[config.mk]
export PLATFORM = sky130hd
export DESIGN_NAME = fdr_mul
export DESIGN_NICKNAME = d
export VERILOG_FILES = /design/src/assert_macros.svh /design/src/fdr_pkg.sv /design/src/fdr_mul.sv
export SDC_FILE = /design/constraint.sdc
export NUM_CORES = 1
export LEC_CHECK = 0
export ABC_AREA = 1
export BUFFER_PORTS_ARGS = -buffer_cell sky130_fd_sc_hd__buf_4
export CAP_MARGIN = 10
export CORE_ASPECT_RATIO = 0.6
export CORE_MARGIN = 10
export CORE_UTILIZATION = 26
export CTS_CLUSTER_SIZE = 40
export DETAILED_ROUTE_END_ITERATION = 7
export PLACE_DENSITY = 0.45
export SLEW_MARGIN = 20
export SYNTH_ARGS = -nofsm -noshare
export SYNTH_HDL_FRONTEND = slang
export SYNTH_SLANG_ARGS = --single-unit
[constraint.sdc]
create_clock -name clock -period 5.3 [get_ports clock]
set_clock_uncertainty 0.05 [all_clocks]
set_input_delay 0.265 -clock clock [delete_from_list [all_inputs] [get_ports clock]]
set_output_delay 0.265 -clock clock [all_outputs]
set_load 0.1 [all_outputs]
[src/assert_macros.svh]
// Assertion macros used by the divider RTL.
`ifndef ASSERT_MACROS_SVH
`define ASSERT_MACROS_SVH

// Clocked assertion, disabled while reset is high.
`define FDR_ASSERT(lbl, prop, msg) \
   lbl: assert property (@(posedge clock) disable iff (reset) prop) else $error(msg);

`endif

[src/fdr_pkg.sv]
// Types and constants of the table-reciprocal divider.
package fdr_pkg;

   localparam int unsigned WORD_W  = 32;
   localparam int unsigned IDX_W   = 10;
   localparam int unsigned BASE_W  = 23;
   localparam int unsigned SLOPE_W = 13;
   localparam int unsigned ENTRY_W = BASE_W + SLOPE_W;
   localparam int unsigned MANT_W  = 23;
   localparam int unsigned EXP_W   = 8;

   typedef enum logic {
      OP_DIVIDE = 1'b0,
      OP_LOAD   = 1'b1
   } op_type;

   // Stage that carries a divide while its table entry is read.
   typedef struct packed {
      logic                  valid;
      logic                  sign;
      logic [EXP_W-1:0]      exponent;
      logic [MANT_W-1:0]     mantissa;
      logic [WORD_W-1:0]     dividend;
   } lookup_type;

   // Stage that carries the dividend and the divisor reciprocal.
   typedef struct packed {
      logic                  valid;
      logic [WORD_W-1:0]     dividend;
      logic [WORD_W-1:0]     recip;
   } recip_type;

endpackage

[src/fdr_mul.sv]
// Multiply stage: mantissa product, then normalize, round and pack.
module fdr_mul (
   input  logic                         clock,
   input  logic                         reset,
   input  logic                         advance,
   input  fdr_pkg::recip_type           recip_in,
   output logic                         quot_valid,
   output logic [fdr_pkg::WORD_W-1:0]   quotient
);
   import fdr_pkg::*;

   logic                   prod_valid_ff;
   logic                   prod_sign_ff;
   logic [EXP_W-1:0]       exp_a_ff;
   logic [EXP_W-1:0]       exp_b_ff;
   logic [47:0]            prod_ff;
   logic [47:0]            prod_in;
   logic [8:0]             esum;
   logic [25:0]            top;
   logic                   hi;
   logic [23:0]            keep;
   logic [MANT_W-1:0]      mant_y;
   logic [8:0]             exp_y;
   logic [WORD_W-1:0]      quot_in;
   logic                   quot_valid_ff;
   logic [WORD_W-1:0]      quot_ff;

   assign prod_in = {24'd0, 1'b1, recip_in.dividend[22:0]} * {24'd0, 1'b1, recip_in.recip[22:0]};

   // Normalize, round by the next bit, pack
   always_comb begin
      esum   = {1'b0, exp_a_ff} + {1'b0, exp_b_ff} - 9'd127;
      top    = prod_ff[47:22];
      hi     = top[25];
      keep   = hi ? top[24:1] : top[23:0];
      mant_y = keep[23:1] + {22'd0, keep[0]};
      exp_y  = (hi || (top[23:0] == 24'hFFFFFF)) ? esum + 9'd1 : esum;
      if ((exp_a_ff != '0) && (exp_b_ff != '0)) begin
         quot_in = {prod_sign_ff, exp_y[7:0], mant_y};
      end else begin
         quot_in = {prod_sign_ff, 31'd0};
      end
   end

   // Advance product and result registers
   always_ff @(posedge clock) begin
      if (reset) begin
         prod_valid_ff <= 1'b0;
         quot_valid_ff <= 1'b0;
      end else if (advance) begin
         prod_valid_ff <= recip_in.valid;
         quot_valid_ff <= prod_valid_ff;
      end
      if (advance) begin
         prod_ff      <= prod_in;
         prod_sign_ff <= recip_in.dividend[31] ^ recip_in.recip[31];
         exp_a_ff     <= recip_in.dividend[30:23];
         exp_b_ff     <= recip_in.recip[30:23];
         quot_ff      <= quot_in;
      end
   end

   assign quot_valid = quot_valid_ff;
   assign quotient   = quot_ff;
endmodule

; Word-level counts from Yosys, hierarchy flattened
; Index checks and enable logic that the tools add are counted.
[totals]
elab_cells = 21
output_inout_bits = 33
register_bits = 99
[classes]
eq_ne = 1
add_sub_neg = 4
n_reduce_logical = 4
n_bitwise = 1
mux = 2
mul = 1
[op_table]
columns = operator, count
row1 = 24-bit by 24-bit multiplier with 48-bit output, 1
row2 = 24-bit == test (second input constant), 1
row3 = 24-bit 2-to-1 mux, 1
row4 = 23-bit by 1-bit adder with 23-bit output, 1
row5 = 8-bit nonzero test, 2
row6 = 8-bit by 1-bit adder with 8-bit output (second input constant), 1
row7 = 8-bit adder, 1
row8 = 8-bit 2-to-1 mux, 1
row9 = 8-bit by 7-bit subtractor with 8-bit output (second input constant), 1
row10 = 1-bit logical AND, 1
row11 = 1-bit logical OR, 1
row12 = 1-bit bitwise XOR, 1

; Logic depth before layout (Yosys ltp)
[depth]
depth_word = 4
mapped_depth = 29
mapped_depth_nobuf = 28

; Least setup slack after synthesis
; OpenSTA, ideal clock, no wires.
[synth_timing]
path_kind = input to register
startpoint = input port recip_in[3] (netlist bit)
endpoint = register prod_ff[35] (data pin)
slack_ns = -0.531
arrival_ns = 5.529
t_required_ns = 4.998
path_stages = 24
path_cell_list = clkbuf_1 > nand2_1 > fa_1 > inv_1 > fa_1 > inv_1 > fa_1 > fa_1 > inv_1 > fa_1 > fa_1 > inv_1 > fa_1 > inv_1 > ha_1 > nand2_1 > nor2_1 > inv_1 > nor4_1 > nand2_1 > nand2_1 > nand2_1 > nand3_1 > nand2_1
[synth_via]
elab_chain_cells = 1
[synth_rtl]
columns = element, line
row1 = from (decl), fdr_mul.sv:6  ; input fdr_pkg::recip_type recip_in,
row2 = 24-bit by 24-bit multiplier with 48-bit output, fdr_mul.sv:28  ; assign prod_in = {24'd0, 1'b1, recip_in.dividend[22:0]} * {24'd0, 1'b1, recip_in.recip[22:0]};
row3 = named net prod_in[35], fdr_mul.sv:17  ; logic [47:0] prod_in;
row4 = to (signal assigned), fdr_mul.sv:55  ; prod_ff <= prod_in;
row5 = to (decl), fdr_mul.sv:16  ; logic [47:0] prod_ff;
; The timed path passes the listed nets, and every way through them passes these cells.
; A chain may end at the register's enable or synchronous reset.

; Worst setup path after layout
[layout_timing]
startpoint = input port recip_in[12] (netlist bit)
endpoint = register prod_ff[37] (data pin)
; The elaborated chain is that of the path after synthesis.

==> run_results.csv <==
group,metric,value,unit
finish,diodes,0,
sta,slew_headroom,0.4588,
synthesis,synth_compound_area_frac,0.04272,
sta,finalMaxSlewViolations,0,
synthesis,synth.top_cell.area_share,0.4093,
clock_network,cts-root-buf,"clkbuf_16",
synthesis,synthXorXnorAreaFrac,0.007801,
sta,tightest_slew,0.8118,ns
synthesis,synth-simple-area-share,0.1713,
synthesis,synth-async-reset-ratio,0,
worst_setup_path,arrival,5.74,ns
floorplan,core_region_area,89760,um^2
global_routing,grt_pass1_vias,20200,
synthesis,yosys-top-cells-area,"fa_1, inv_1, nand2_1",
synthesis,synthMuxAreaShare,0,
finish,fill_cells,9550,
synthesis,syn_nets,3784,
global_routing,overflow,0,
global_routing,antenna_found_initial,1,
detailed_routing,drt_iter0_markers,1330,
clock_network,cts.sinks,77,
sta,setup_slack,-0.3784,ns
worst_setup_path,crit_fanout,15,
worst_setup_path,critPathKind,"in -> reg",
place,gp_congestion,0.8907,
place,port_buffers,100,
sta,final.setup.tns,-7.004,ns
finish,area_growth,31.33,%
floorplan,num_rows,85,
flow_run,cap_violations,0,
sta,setup_viol_count_final,26,
detailed_routing,drtAntennaViolNets,0,
place,dp_slack,-1.169,ns
synthesis,yosysWarnings,0,
synthesis,postSynthCellCount,3049,
floorplan,dieArea,103500,um^2
place,dp.cells,4499,
sta,fin_crit_sh,1.071,
clock_network,worstSkewPairLatency,0.35,ns
floorplan,initial_utilization,0.2627,
finish,drive_gt1_frac,0.2452,
global_routing,grt_start_max_net_pins,64,
worst_setup_path,startpoint_type,"input port",
synthesis,synth_area_leader_cell,"fa_1",
worst_setup_path,cp.required,5.37,ns
synthesis,syn_avg_cell_area,7.732,um^2
sta,hold_violations,0,
min_path,hold_class,"in -> reg",
synthesis,ys_seq_area_frac,0.09722,
finish,stdcell_count,4574,
floorplan,fp.dieH,253.3,um
worst_setup_path,endpoint_kind,"register",
sta,rsz0062_at_grt,"true",
synthesis,synth_seq_cells,77,
sta,hold_ws,0.01888,ns
detailed_routing,firstDrtPassIters,5,
floorplan,ios,101,
outcome,status,"finished, violations left",
sta,fmax,0.1761,GHz
global_routing,grt_pass1_wl,121200,um
clock_network,tritoncts,"done",
synthesis,synth_edf_count,75,
clock_network,htreeDepth,3,
synthesis,synth_top_family_by_area,"adder cells",
floorplan,die_w,408.8,um
finish,nets,4086,
synthesis,syn_area,23580,um^2
global_routing,grt_util_all_layers,0.1488,
sta,fin_crit,5.678,ns
detailed_routing,wl,76420,um
clock_network,cts_hold_buffers,0,
detailed_routing,dr_total_vias,19150,
synthesis,yosysUniqueCellTypes,42,
clock_network,clk_pin_slew_worst_paths,0.06,ns
clock_network,numCtsBuffers,9,
clock_network,clockBufferDepth,2,
detailed_routing,drc,0,
outcome,violations,"setup timing",
detailed_routing,via_per_inst,4.187,
detailed_routing,wire_per_inst,16.71,um
place,dp_hpwl,63180,um
synthesis,synthAdderAreaFrac,0.5075,
synthesis,synth_flop_cell,"edfxtp_1",
[cell usage in the layout (no fill, tap or decap), types with 4 or more instances in the layout]
cell type | netlist | routed
inv_1 | 978 | 896
nand2_1 | 790 | 697
fa_1 | 482 | 446
buf_4 | 1 | 272
ha_1 | 185 | 156
inv_2 | 6 | 86
nor2_1 | 127 | 75
edfxtp_1 | 75 | 75
nand2_2 | 4 | 62
buf_6 | 2 | 49
a21oi_1 | 90 | 46
nor2_4 | 5 | 36
fa_2 | 0 | 36
nand2_4 | 0 | 32
buf_12 | 0 | 30
o21ai_0 | 51 | 29
ha_4 | 0 | 26
nor2_2 | 3 | 24
nand3_1 | 43 | 23
a21oi_2 | 0 | 22
a21oi_4 | 0 | 22
buf_16 | 0 | 21
o21ai_1 | 10 | 19
nand3_2 | 1 | 19
buf_8 | 0 | 15
nand4_1 | 13 | 13
clkbuf_16 | 0 | 12
o21ai_2 | 4 | 11
o21a_1 | 8 | 8
xor2_1 | 11 | 8
xnor2_1 | 10 | 8
nor3_1 | 14 | 7
a21o_1 | 6 | 6
o21ai_4 | 0 | 6
nor3_4 | 0 | 5
nor4_1 | 7 | 5
nand3b_1 | 4 | 4
[layer usage]
layer | up-vias | wire [um] | track usage
met5 | - | 0 | 0
met4 | 0 | 214 | 0.008591
met3 | 12 | 5913 | 0.02882
met2 | 446 | 28330 | 0.1989
met1 | 9418 | 41960 | 0.2469
li1 | 9275 | - | -
[Yosys cell counts, types with 2 or more instances]
master / instances
buf_2: 2
nand2_2: 4
nor2_1: 127
o21ai_1: 10
o211ai_1: 3
a21boi_0: 3
inv_1: 978
xor2_1: 11
nand2_1: 790
a31oi_1: 2
fa_1: 482
nor3_1: 14
nand3b_1: 4
o21ai_2: 4
clkbuf_1: 93
inv_2: 6
o21ai_0: 51
buf_6: 2
edfxtp_1: 75
dfxtp_1: 2
nor2_4: 5
nand3_1: 43
nand4_1: 13
a21o_1: 6
ha_1: 185
o21bai_1: 5
o21a_1: 8
xnor2_1: 10
nor4_1: 7
nor2_2: 3
a21oi_1: 90
[worst max-delay path, cell delays in order]
cell and delay (ns):
buf_12 0.14, nand2_1 0.07, inv_1 0.05, fa_1 0.55, inv_1 0.06, fa_1 0.47
inv_1 0.05, fa_1 0.46, fa_1 0.61, fa_1 0.47, fa_1 0.50, inv_1 0.05
fa_1 0.49, inv_1 0.07, ha_4 0.24, buf_4 0.16, nand2_4 0.10, inv_1 0.07
nand2_4 0.07, nand3_4 0.09, a21oi_4 0.16, nor2_1 0.06, nor2_1 0.13, nand3_2 0.11
buf_6 0.13, nor2_4 0.07, nor2_2 0.04
[metrics by stage]
stage                     cell area, um^2  utilization
after CTS                           30020       0.3344
after global placement              27650       0.3081
after global routing                30960       0.3449
after detailed placement            27650       0.3081
final                               30960       0.3449
after floorplan                     24500            -
[state kept, by name, indices dropped and copies added (netlist names)]
| register | cells |
|---|---|
| quotient | 32 |
| prod_ff | 26 |
| exp_a_ff | 8 |
| exp_b_ff | 8 |
| prod_sign_ff | 1 |
| prod_valid_ff | 1 |
| quot_valid | 1 |
[final cells by class]
cell class / instances / area (um^2) / share of cell area
multi-input combinational: 1888 / 19080 / 0.6163
inverter: 985 / 3702 / 0.1196
tap: 1218 / 1524 / 0.04922
clock buffer: 11 / 252.7 / 0.008163
clock inverter: 5 / 35.03 / 0.001131
timing repair buffer: 390 / 4073 / 0.1315
sequential: 77 / 2292 / 0.07403
[path summary, 6_finish.rpt]
path	from	endpoint	slack, ns	depth (start not counted)
setup / recovery	recip_in[12]	prod_ff[37]	-0.38	27
hold / removal	reset	prod_valid_ff	0.02	2
setup reg to reg	prod_ff[47]	quotient[22]	2.41	14
hold reg to reg	prod_sign_ff	quotient[31]	0.37	0
[logic make-up after synthesis]
group | after synthesis
buffers and inverters | 1084
XOR/XNOR | 21
AND/OR/NAND/NOR | 1016
adder cells (fa/ha/maj) | 667
flip-flops | 77
AO/OA/AOI/OAI | 184
[what timing repair did]
item / CTS / global route
pin swaps: 107 / 154
resized for setup: 428 / 212
setup buffers: 34 / 19
cloned: 9 / 3
setup endpoints to repair: 26 / 26
Power is left out: the tool's default activity adds up to more than one toggle a clock period on the data nets, which glitch-free logic cannot reach.
