File: config.mk
export PLATFORM = sky130hd
export DESIGN_NAME = fdr_recip
export DESIGN_NICKNAME = d
export VERILOG_FILES = /design/src/assert_macros.svh /design/src/fdr_pkg.sv /design/src/fdr_recip.sv
export SDC_FILE = /design/constraint.sdc
export NUM_CORES = 1
export LEC_CHECK = 0
export ABC_AREA = 1
export BUFFER_PORTS_ARGS = -buffer_cell sky130_fd_sc_hd__buf_2
export CORE_UTILIZATION = 55
export CTS_BUF_LIST = sky130_fd_sc_hd__clkbuf_8
export DETAILED_ROUTE_END_ITERATION = 8
export HOLD_SLACK_MARGIN = 0.12
export PLACE_DENSITY = 0.87
export SLEW_MARGIN = 20
export SYNTH_ARGS = -nofsm -noshare
export SYNTH_HDL_FRONTEND = slang
export SYNTH_SLANG_ARGS = --single-unit
File: constraint.sdc
create_clock -name clock -period 12 [get_ports clock]
set_clock_uncertainty 0.05 [all_clocks]
set_input_delay 1.2 -clock clock [delete_from_list [all_inputs] [get_ports clock]]
set_output_delay 1.2 -clock clock [all_outputs]
set_load 0.03 [all_outputs]
File: src/assert_macros.svh
// Assertion macros used by the divider RTL.
`ifndef ASSERT_MACROS_SVH
`define ASSERT_MACROS_SVH

// Clocked assertion, disabled while reset is high.
`define FDR_ASSERT(lbl, prop, msg) \
   lbl: assert property (@(posedge clock) disable iff (reset) prop) else $error(msg);

`endif

File: src/fdr_pkg.sv
// Types and constants of the table-reciprocal divider.
package fdr_pkg;

   localparam int unsigned WORD_W  = 32;
   localparam int unsigned IDX_W   = 10;
   localparam int unsigned BASE_W  = 23;
   localparam int unsigned SLOPE_W = 13;
   localparam int unsigned ENTRY_W = BASE_W + SLOPE_W;
   localparam int unsigned MANT_W  = 23;
   localparam int unsigned EXP_W   = 8;

   typedef enum logic {
      OP_DIVIDE = 1'b0,
      OP_LOAD   = 1'b1
   } op_type;

   // Stage that carries a divide while its table entry is read.
   typedef struct packed {
      logic                  valid;
      logic                  sign;
      logic [EXP_W-1:0]      exponent;
      logic [MANT_W-1:0]     mantissa;
      logic [WORD_W-1:0]     dividend;
   } lookup_type;

   // Stage that carries the dividend and the divisor reciprocal.
   typedef struct packed {
      logic                  valid;
      logic [WORD_W-1:0]     dividend;
      logic [WORD_W-1:0]     recip;
   } recip_type;

endpackage

File: src/fdr_recip.sv
// Reciprocal stage: interpolate the table entry and form the reciprocal word.
module fdr_recip (
   input  logic                            clock,
   input  logic                            reset,
   input  logic                            advance,
   input  fdr_pkg::lookup_type             lookup,
   input  logic [fdr_pkg::ENTRY_W-1:0]     entry,
   output fdr_pkg::recip_type              recip_out
);
   import fdr_pkg::*;

   logic [BASE_W-1:0]        base;
   logic [SLOPE_W-1:0]       slope;
   logic [SLOPE_W-1:0]       low;
   logic [2*SLOPE_W-1:0]     slope_prod;
   logic [ENTRY_W-1:0]       interp;
   logic [EXP_W-1:0]         exp_bias;
   logic [EXP_W-1:0]         recip_exp;
   recip_type                recip_in;
   recip_type                recip_ff;

   // Interpolate 2^35 + base<<12 - slope*low13
   always_comb begin
      base       = entry[ENTRY_W-1:SLOPE_W];
      slope      = entry[SLOPE_W-1:0];
      low        = lookup.mantissa[SLOPE_W-1:0];
      slope_prod = slope * low;
      interp     = {1'b1, {(ENTRY_W-1){1'b0}}} + {1'b0, base, 12'd0}
                   - {{(ENTRY_W-2*SLOPE_W){1'b0}}, slope_prod};
      exp_bias   = (lookup.mantissa != '0) ? EXP_W'(2) : EXP_W'(1);
      recip_exp  = ~(lookup.exponent + exp_bias);
      recip_in.valid    = lookup.valid;
      recip_in.dividend = lookup.dividend;
      recip_in.recip    = {lookup.sign, recip_exp, interp[34:12]};
   end

   // Advance the stage
   always_ff @(posedge clock) begin
      if (reset) begin
         recip_ff.valid <= 1'b0;
      end else if (advance) begin
         recip_ff.valid <= recip_in.valid;
      end
      if (advance) begin
         recip_ff.dividend <= recip_in.dividend;
         recip_ff.recip    <= recip_in.recip;
      end
   end

   assign recip_out = recip_ff;
endmodule

* After elaboration in Yosys (flattened, before gate mapping)
Cells that the tools add are included.
** Word-level totals
- Output and inout port bits :: 65
- Bits in read-only memories :: 0
- Logic and storage cells :: 10
- Memories :: 0
- RAM bits :: 0
- Register bits :: 65
- Latch bits :: 0
- Input port bits :: 104
** Operators by class
- Mux-type cells :: 1
- Div/mod/pow operators :: 0
- $add $sub $neg :: 3
- $lt $le $gt $ge :: 0
- Bitwise operators :: 1
- Equality and inequality tests :: 0
- Shift-type cells :: 0
- Multiply operators :: 1
- Reductions and logical operators :: 1
** Operator list (number)
- $add A1 B35 Y35 const A :: 1
- $sub A35 B26 Y35 :: 1
- $mul A13 B13 Y26 :: 1
- $reduce_bool A23 Y1 :: 1
- $add A8 B2 Y8 :: 1
- $not A8 Y8 :: 1
- $mux W2 :: 1

* Depth between registers and ports, before layout
Gate-level depths: netlist (run 1).
- Depth after elaboration :: 4
- Depth in mapped cells :: 25
- Mapped depth without buffers :: 24

* Worst setup path before layout (run 1)
OpenSTA, ideal clock, no wires.
- Path type :: input -> register
- Start :: input lookup[36] (netlist name)
- End :: register recip_ff, in the netlist recip_out[18] (data pin)
- Setup time :: 252 ps
- Path slack :: 6050 ps
- Data arrival time :: 5647 ps
- Stages on the path :: 23
- Buffers on the path :: 1
- Cell sequence :: clkbuf_1 nand2_1 inv_1 fa_1 inv_1 fa_1 fa_1 fa_1 fa_1 inv_1 fa_1 inv_1 ha_1 nand2_1 inv_1 nand2_1 nand2_1 a21oi_1 nor2_1 nor2_1 nand2_1 nand2_1 nand2_1
** On the way
- Longest elaborated chain between the ends :: 2
** RTL lines
- start, declared :: RTL line fdr_recip.sv:6 : input fdr_pkg::lookup_type lookup,
- $mul A13 B13 Y26 :: RTL line fdr_recip.sv:27 : slope_prod = slope * low;
- $sub A35 B26 Y35 :: RTL line fdr_recip.sv:29 : - {{(ENTRY_W-2*SLOPE_W){1'b0}}, slope_prod};
- named net interp[30] :: RTL line fdr_recip.sv:16 : logic [ENTRY_W-1:0] interp;
- end, declared :: RTL line fdr_recip.sv:20 : recip_type recip_ff;
The timed path passes the listed nets, and every way through them passes these cells.
A chain may end at the register's enable or synchronous reset.

* Worst setup path after layout (run 1)
- Start :: input lookup[36] (netlist name)
- End :: register recip_ff, in the netlist recip_out[12] (data pin)
The elaborated chain is that of the path after synthesis.

==> key figures, run 1 <==
Timing
  – Final Hold Vio Count: 0
  – Post-route clock period utilization: 0.5005
  – Measured slew at the worst slew-check pin: 0.8311 ns
  – Slew Limit Fails: 0
  – Post-route setup TNS: 0 ns
  – Rel. slew slack: 0.4459
  – RSZ-0062 raised after global routing: false
  – Clock period minus worst slack: 6.006 ns
  – FMAX: 0.1665 GHz
  – Final setup viols: 0

Critical path
  – Crit-path max FO: 14
  – Worst Path Arrival: 6.06 ns
  – CP required: roughly 12 ns
  – Register-to-register setup slack: 11.33 ns
  – Worst-path cell chain: buf_2 -> nand2_1 -> inv_1 -> fa_1 -> inv_1 -> fa_1 -> fa_1 -> fa_1 -> fa_1 -> inv_1 -> fa_1 -> inv_1 -> ha_1 -> a21oi_1 -> o21bai_1 -> a21oi_1 -> nand2_2 -> nand2_1 -> nand2_1 -> nand2_1 -> nand2_1
  – Crit path largest cell delay: 0.59 ns
  – Worst Path Class, Setup: in -> reg
  – Worst Setup End Kind: register
  – Startpoint types: input pin
  – CP most frequent cell: fa_1
  – CP max stage cell: fa_1

Floorplanning
  – # IOs: 169
  – Standard-cell row count: 47
  – Die area: around 17000 um^2
  – Initial Utilization: 0.5626
  – Die Ht: between 100 and 150 um
  – Core Region: 16580 um^2
  – Die span in x: 132.2 um

CTS
  – Worst skew pair latency: 0.34 ns
  – TritonCTS clock tree: built
  – Hold bufs inserted after CTS: 0
  – Reg clk slew, reported paths: 0.07 ns
  – TritonCTS Buffers: 9
  – Post-CTS Setup Bufs: 0
  – # H-tree levels: 3
  – TritonCTS Sinks: 65
  – Root Buffer Master: clkbuf_8
  – Post-CTS Resized: 0
  – CTS max path bufs: 2

Global routing
  – Global-route wire length before repair: 37450 um
  – Vias in the first global route: approximately 8300
  – Total GRT Usage: 0.2685
  – Largest net degree at the start of global routing: 66
  – Initial antenna violation count: 0
  – GRT overflow: 0

Yosys
  – Cell Area, Synth: 9330 um^2
  – EDFF count, synth: 64
  – Sequential share of the synthesized area: 0.2081
  – YS warnings: 0
  – Area leader, netlist: fa_1
  – Ranking of synthesized cells by area: fa_1 (29%), edfxtp_1 (21%), inv_1 (13%), nand2_1 (13%), ha_1 (12%)
  – Average size of a mapped cell: approximately 8.1 um^2
  – Synth Instances: approximately 1200
  – Top-area cell type share of the netlist area: 0.2918
  – Async set-reset flop share out of synthesis: 0
  – Post-synth cell types: 33
  – Net Count, Synth: roughly 1500
  – Synth Register Bits: 65
  – Top_reg_cell synth: edfxtp_1

Drt
  – Starting DRC count in detailed routing: 652
  – DRC: 0
  – Detail Route Antenna Nets: 0
  – TritonRoute pass-1 iters: 5
  – Average vias per placed instance: just over 5
  – Post-DR wirelength/cell: 14.29 um
  – DR vias: 7836
  – Routed wire length: 21900 um

Place
  – Gp weighted congestion: 0.9209
  – Dpl hpwl: 18350 um
  – I/O Buffers: roughly 170

Finish
  – Area grow syn2layout: 13.13%
  – Share of cells above drive strength 1: 0.1593
  – ANT cells: 0
  – Post-layout nets: 1638
  – Max reg flops: 65

Min path
  – Hold Crit Class: reg -> reg

Flow run
  – MaxCap Viol Count: 0

Run status
  – Status: finished, final reports clean
[stage by stage]
stage	setup WS, ns	hold WS (ns)	instances	util	cell area [um^2]
2_1_floorplan	6.050	0.5799	1153	-	9330
4_1_cts	6.037	0.4621	1532	0.6365	10560
3_5_place_dp	5.667	0.4446	1516	0.6245	10360
6_report	5.994	0.4613	1532	0.6365	10560
5_1_grt	5.700	0.4953	1532	0.6365	10560
3_3_place_gp	5.735	0.4250	1516	0.6245	10360
[worst max-delay path: cells and delay by family]
kind / cells / cell delay [ns]
buf+inv: 5 / 0.42
fa+ha+maj: 7 / 3.35
compound gates: 3 / 0.56
simple gates: 6 / 0.51
[cells in the mapped netlist (3+ instances only)]
cell type  number
fa_1          136
nand3_1        17
nand2_2         7
inv_1         325
a21o_1          3
nor4_1          7
edfxtp_1       64
o21ai_0        14
nor3_1          5
o21ai_1         3
a21oi_1        34
nor2_1         57
inv_2           5
nand2_1       320
clkbuf_1       26
nor2_2          8
xor2_1         12
ha_1           91
[metal layers]
| layer | global-route usage | part of all wire |
|---|---|---|
| met1 | 0.3187 | 0.38 |
| met2 | 0.4856 | 0.52 |
| met3 | 0.04537 | 0.072 |
| met4 | 0.1041 | 0.031 |
| met5 | 0 | 0 |
[kinds of logic (layout without fill, tap and decap cells)]
family                   Yosys count  after routing  synth area share
AND/OR/NAND/NOR                  433            433            0.1894
buffers and inverters            358            517            0.1440
adder cells (fa/ha/maj)          227            227            0.4138
flip-flops                        65             65            0.2081
AO/OA/AOI/OAI                     56             56           0.03138
XOR/XNOR                          13             13           0.01220
multiplexers                       1              1          0.001073
[final cells by class]
type,count,area [um^2]
clock buffer,11,151.4
clock inverter,5,47.55
fill,1441,6028
inverter,332,1246
multi-input combinational,730,6045
sequential,65,1942
tap,220,275.3
timing repair buffer,169,848.3
[placed cells by master, fill, tap and decap left out, types with 2 or more instances in the layout]
master / Yosys / final
a21oi_1: 34 / 34
nand3_1: 17 / 17
edfxtp_1: 64 / 64
o21ai_1: 3 / 3
o21bai_1: 2 / 2
nand2_2: 7 / 7
fa_1: 136 / 136
clkinv_2: 0 / 2
clkinv_1: 2 / 2
o21ai_0: 14 / 14
clkbuf_8: 0 / 11
nand4_1: 2 / 2
buf_2: 0 / 168
inv_1: 325 / 327
nor3_1: 5 / 5
a21o_1: 3 / 3
nor3_2: 2 / 2
ha_1: 91 / 91
xor2_1: 12 / 12
nor2_2: 8 / 8
nand2_1: 320 / 320
inv_2: 5 / 5
nor4_1: 7 / 7
nor2_1: 57 / 57
[worst paths after layout]
kind	depth (start not counted)	endpoint	start
max	21	recip_out[12]	lookup[36]
min	2	recip_out[64]	recip_out[64]
max reg2reg	2	recip_out[64]	recip_out[64]
min reg2reg	2	recip_out[64]	recip_out[64]
Power of run 1 is not shown: default switching activity piles up to over one toggle a cycle in this logic, so the estimate is an artifact.
==> inputs of run 2 (changes only) <==
ABC_AREA = 0   (was 1)
CORE_UTILIZATION = 53   (was 55)
PLACE_DENSITY = 0.88   (was 0.87)
clock period = 5.33 ns   (was 12 ns; I/O delays follow)
==> key figures, run 2 <==
Run status
  – Status: complete, but fails checks
  – Failing checks: negative setup slack

Global routing
  – Global-route wire length before repair: 34310 um (-8.4%)
  – GRT overflow: 0 (unchanged)
  – Total GRT Usage: 0.2674 (-0.001131)
  – Initial antenna violation count: 2 (+2)
  – Vias in the first global route: 7507 (-9.2%)
  – Largest net degree at the start of global routing: 66 (unchanged)

Timing
  – RSZ-0062 raised after global routing: true
  – Slew Limit Fails: 0 (unchanged)
  – Final setup viols: 15 (+15)
  – Measured slew at the worst slew-check pin: 0.8263 ns (-0.004757 ns)
  – Rel. slew slack: 0.4491 (+0.003171)
  – Clock period minus worst slack: 5.554 ns
  – FMAX: 0.1800 GHz
  – Final worst slack: -0.2241 ns (-6.218 ns)
  – Post-route clock period utilization: 1.042
  – Final Hold Vio Count: 0 (unchanged)

Finish
  – Final Cell Area: 11070 um^2 (+4.9%)
  – Fillers: 1107 (-23%)
  – Footprint of the multi-input gates: 6316 um^2 (+4.5%)
  – Post-layout nets: 1389 (-15%)
  – Share of cells above drive strength 1: 0.3556 (+0.1963)
  – Area grow syn2layout: 30.28%
  – Register Area: 1942 um^2 (unchanged)
  – Max reg flops: 65 (unchanged)
  – Commonest non-fill, non-tap cell in the layout: inv_1
  – Most frequent cells in the layout: inv_1 (163), buf_2 (147), fa_1 (124), and2_1 (86), buf_4 (83)

Place
  – Gp weighted congestion: 0.8756 (-4.9%)
  – Dpl hpwl: 16770 um (-8.6%)
  – Placed cell area: 10180 um^2 (-1.7%)
  – I/O Buffers: 168 (unchanged)

Yosys
  – YS warnings: 0 (unchanged)
  – Top-area cell type share of the netlist area: 0.3203 (+0.02848)
  – Commonest cells in the netlist: inv_1 (170), fa_1 (136), and2_1 (103), ha_1 (91), nand2_1 (81)
  – Average size of a mapped cell: 10.35 um^2 (+28%)
  – Post-synth cell types: 53 (+61%)
  – Net Count, Synth: 1152 (-22%)
  – Sequential share of the synthesized area: 0.2284 (+0.02031)
  – Synth Instances: 821 (-29%)
  – Top_reg_cell synth: edfxtp_1
  – Area leader, netlist: fa_1
  – Cell Area, Synth: 8501 um^2 (-8.9%)
  – Ranking of synthesized cells by area: fa_1 (32%), edfxtp_1 (23%), ha_1 (13%), and2_1 (7.6%), inv_1 (7.5%)
  – Most frequent cell after synthesis: inv_1
  – EDFF count, synth: 64 (unchanged)
  – Async set-reset flop share out of synthesis: 0 (unchanged)
  – Synth Register Bits: 65 (unchanged)

Critical path
  – Startpoint types: input pin
  – Worst Path Class, Setup: in -> reg
  – Worst-path cell chain: buf_12 -> buf_8 -> and2_4 -> fa_1 -> inv_1 -> fa_1 -> fa_1 -> fa_1 -> fa_1 -> inv_1 -> fa_1 -> inv_2 -> ha_4 -> and4_4 -> nand3_4 -> a21oi_4 -> o31a_1 -> a31oi_4 -> a21oi_4 -> o22ai_1
  – CP required: 5.36 ns (-6.69 ns)
  – Crit path largest cell delay: 0.54 ns (-0.05 ns)
  – Worst Path Arrival: 5.58 ns (-0.48 ns)
  – CP max stage cell: fa_1
  – CP most frequent cell: fa_1
  – Worst Setup End Kind: register
  – Crit-path max FO: 6 (-8)

Drt
  – Starting DRC count in detailed routing: 315 (-52%)
  – DRC: 0 (unchanged)
  – Average vias per placed instance: 5.255 (+2.7%)
  – Detail Route Antenna Nets: 0 (unchanged)
  – TritonRoute pass-1 iters: 4 (-1)
  – Routed wire length: 21170 um (-3.3%)
  – DR vias: 6705 (-14%)
  – Post-DR wirelength/cell: 16.59 um (+16%)

Min path
  – Hold Crit Class: in -> reg

Floorplanning
  – Initial Utilization: 0.5510 (-0.01161)
  – Core Region: 15430 um^2 (-7.0%)
  – Die span in x: 128.6 um (-2.7%)
  – Die area: 16550 um^2 (-5.4%)
  – Standard-cell row count: 45 (-4.3%)
  – # IOs: 169 (unchanged)
  – Die Ht: 128.6 um (-2.7%)

CTS
  – Hold bufs inserted after CTS: 0 (unchanged)
  – # H-tree levels: 3 (unchanged)
  – TritonCTS Buffers: 9 (unchanged)
  – TritonCTS Sinks: 65 (unchanged)
  – CTS max path bufs: 2 (unchanged)
  – Reg clk slew, reported paths: 0.07 ns (about the same)
  – Worst skew pair latency: 0.32 ns (-0.02 ns)
  – Root Buffer Master: clkbuf_8
  – TritonCTS clock tree: built

Flow run
  – MaxCap Viol Count: 0 (unchanged)
run 2: cell count changes in the layout (fill, tap and decap cells not counted), moves of 14 or more:
cell     previous run  this run
a21oi_1            34         7
and2_1              1        86
and2_4              0        17
buf_2             168       147
buf_4               1        83
buf_6               0        18
ha_1               91        75
ha_4                0        14
inv_1             327       163
nand2_1           320        76
nor2_1             57        10
o21ai_0            14         0
run 2: final timing paths:
check	startpoint	to	slack (ns)	cells after the start
max reg2reg	recip_out[64]	recip_out[64]	4.69	2
min reg2reg	recip_out[64]	recip_out[64]	0.45	2
max	lookup[37]	recip_out[20]	-0.22	20
min	reset	recip_out[64]	0.32	2
run 2: metrics by stage:
| stage | setup TNS, ns | worst slack, ns | std cells | hold WS [ns] | utilization |
|---|---|---|---|---|---|
| 6_report | -2.327 | -0.2241 | 1276 | 0.3187 | 0.7178 |
| 5_1_grt | -4.177 | -0.3521 | 1275 | 0.2979 | 0.7177 |
| 4_1_cts | -2.775 | -0.2201 | 1270 | 0.3054 | 0.6914 |
| 3_5_place_dp | -10.89 | -0.7155 | 1245 | 0.4455 | 0.6602 |
| 3_3_place_gp | -7.792 | -0.5354 | 1245 | 0.4198 | 0.6602 |
| 2_1_floorplan | -1.500 | -0.2006 | 821 | 0.5554 | - |
run 2: layer usage:
layer / part of all wire / track usage / up-vias / wire length, um
li1: - / - / 3062 / -
met1: 0.36 / 0.2974 / 3371 / 7657
met2: 0.56 / 0.5129 / 207 / 11820
met3: 0.042 / 0.03867 / 65 / 891
met4: 0.038 / 0.1017 / 0 / 801
met5: 0 / 0 / - / 0
run 2: kinds of logic after synthesis:
group,after synthesis,synth area share
xor+xnor,21,0.02164
flops,65,0.2284
fa+ha+maj,227,0.4542
simple gates,248,0.1566
buf+inv,199,0.08787
mux,1,0.001178
compound gates,60,0.05005
run 2: layout make-up:
type,count,share of cell area
well taps,211,0.02384
inverters,170,0.05762
clock inverters,4,0.006101
diodes,2,0.0004519
multi-input cells,557,0.5703
flip-flops and latches,65,0.1753
clock buffers,12,0.01491
repair buffers,255,0.1514
run 2: critical path: cells and delay by family:
family / cells / cell delay [ns]
and+or+nand+nor: 3 / 0.45
adders and majority gates: 7 / 3.21
AOI/OAI and AO/OA: 5 / 0.97
buffers and inverters: 5 / 0.38
run 2: repair_timing:
item                                    CTS  global route
endpoints found under the setup margin   16            22
pin swaps                                16            44
cloned                                    0             1
setup buffers                             9             4
gates resized for setup                  45            93
Power of run 2 is left out for the same reason.
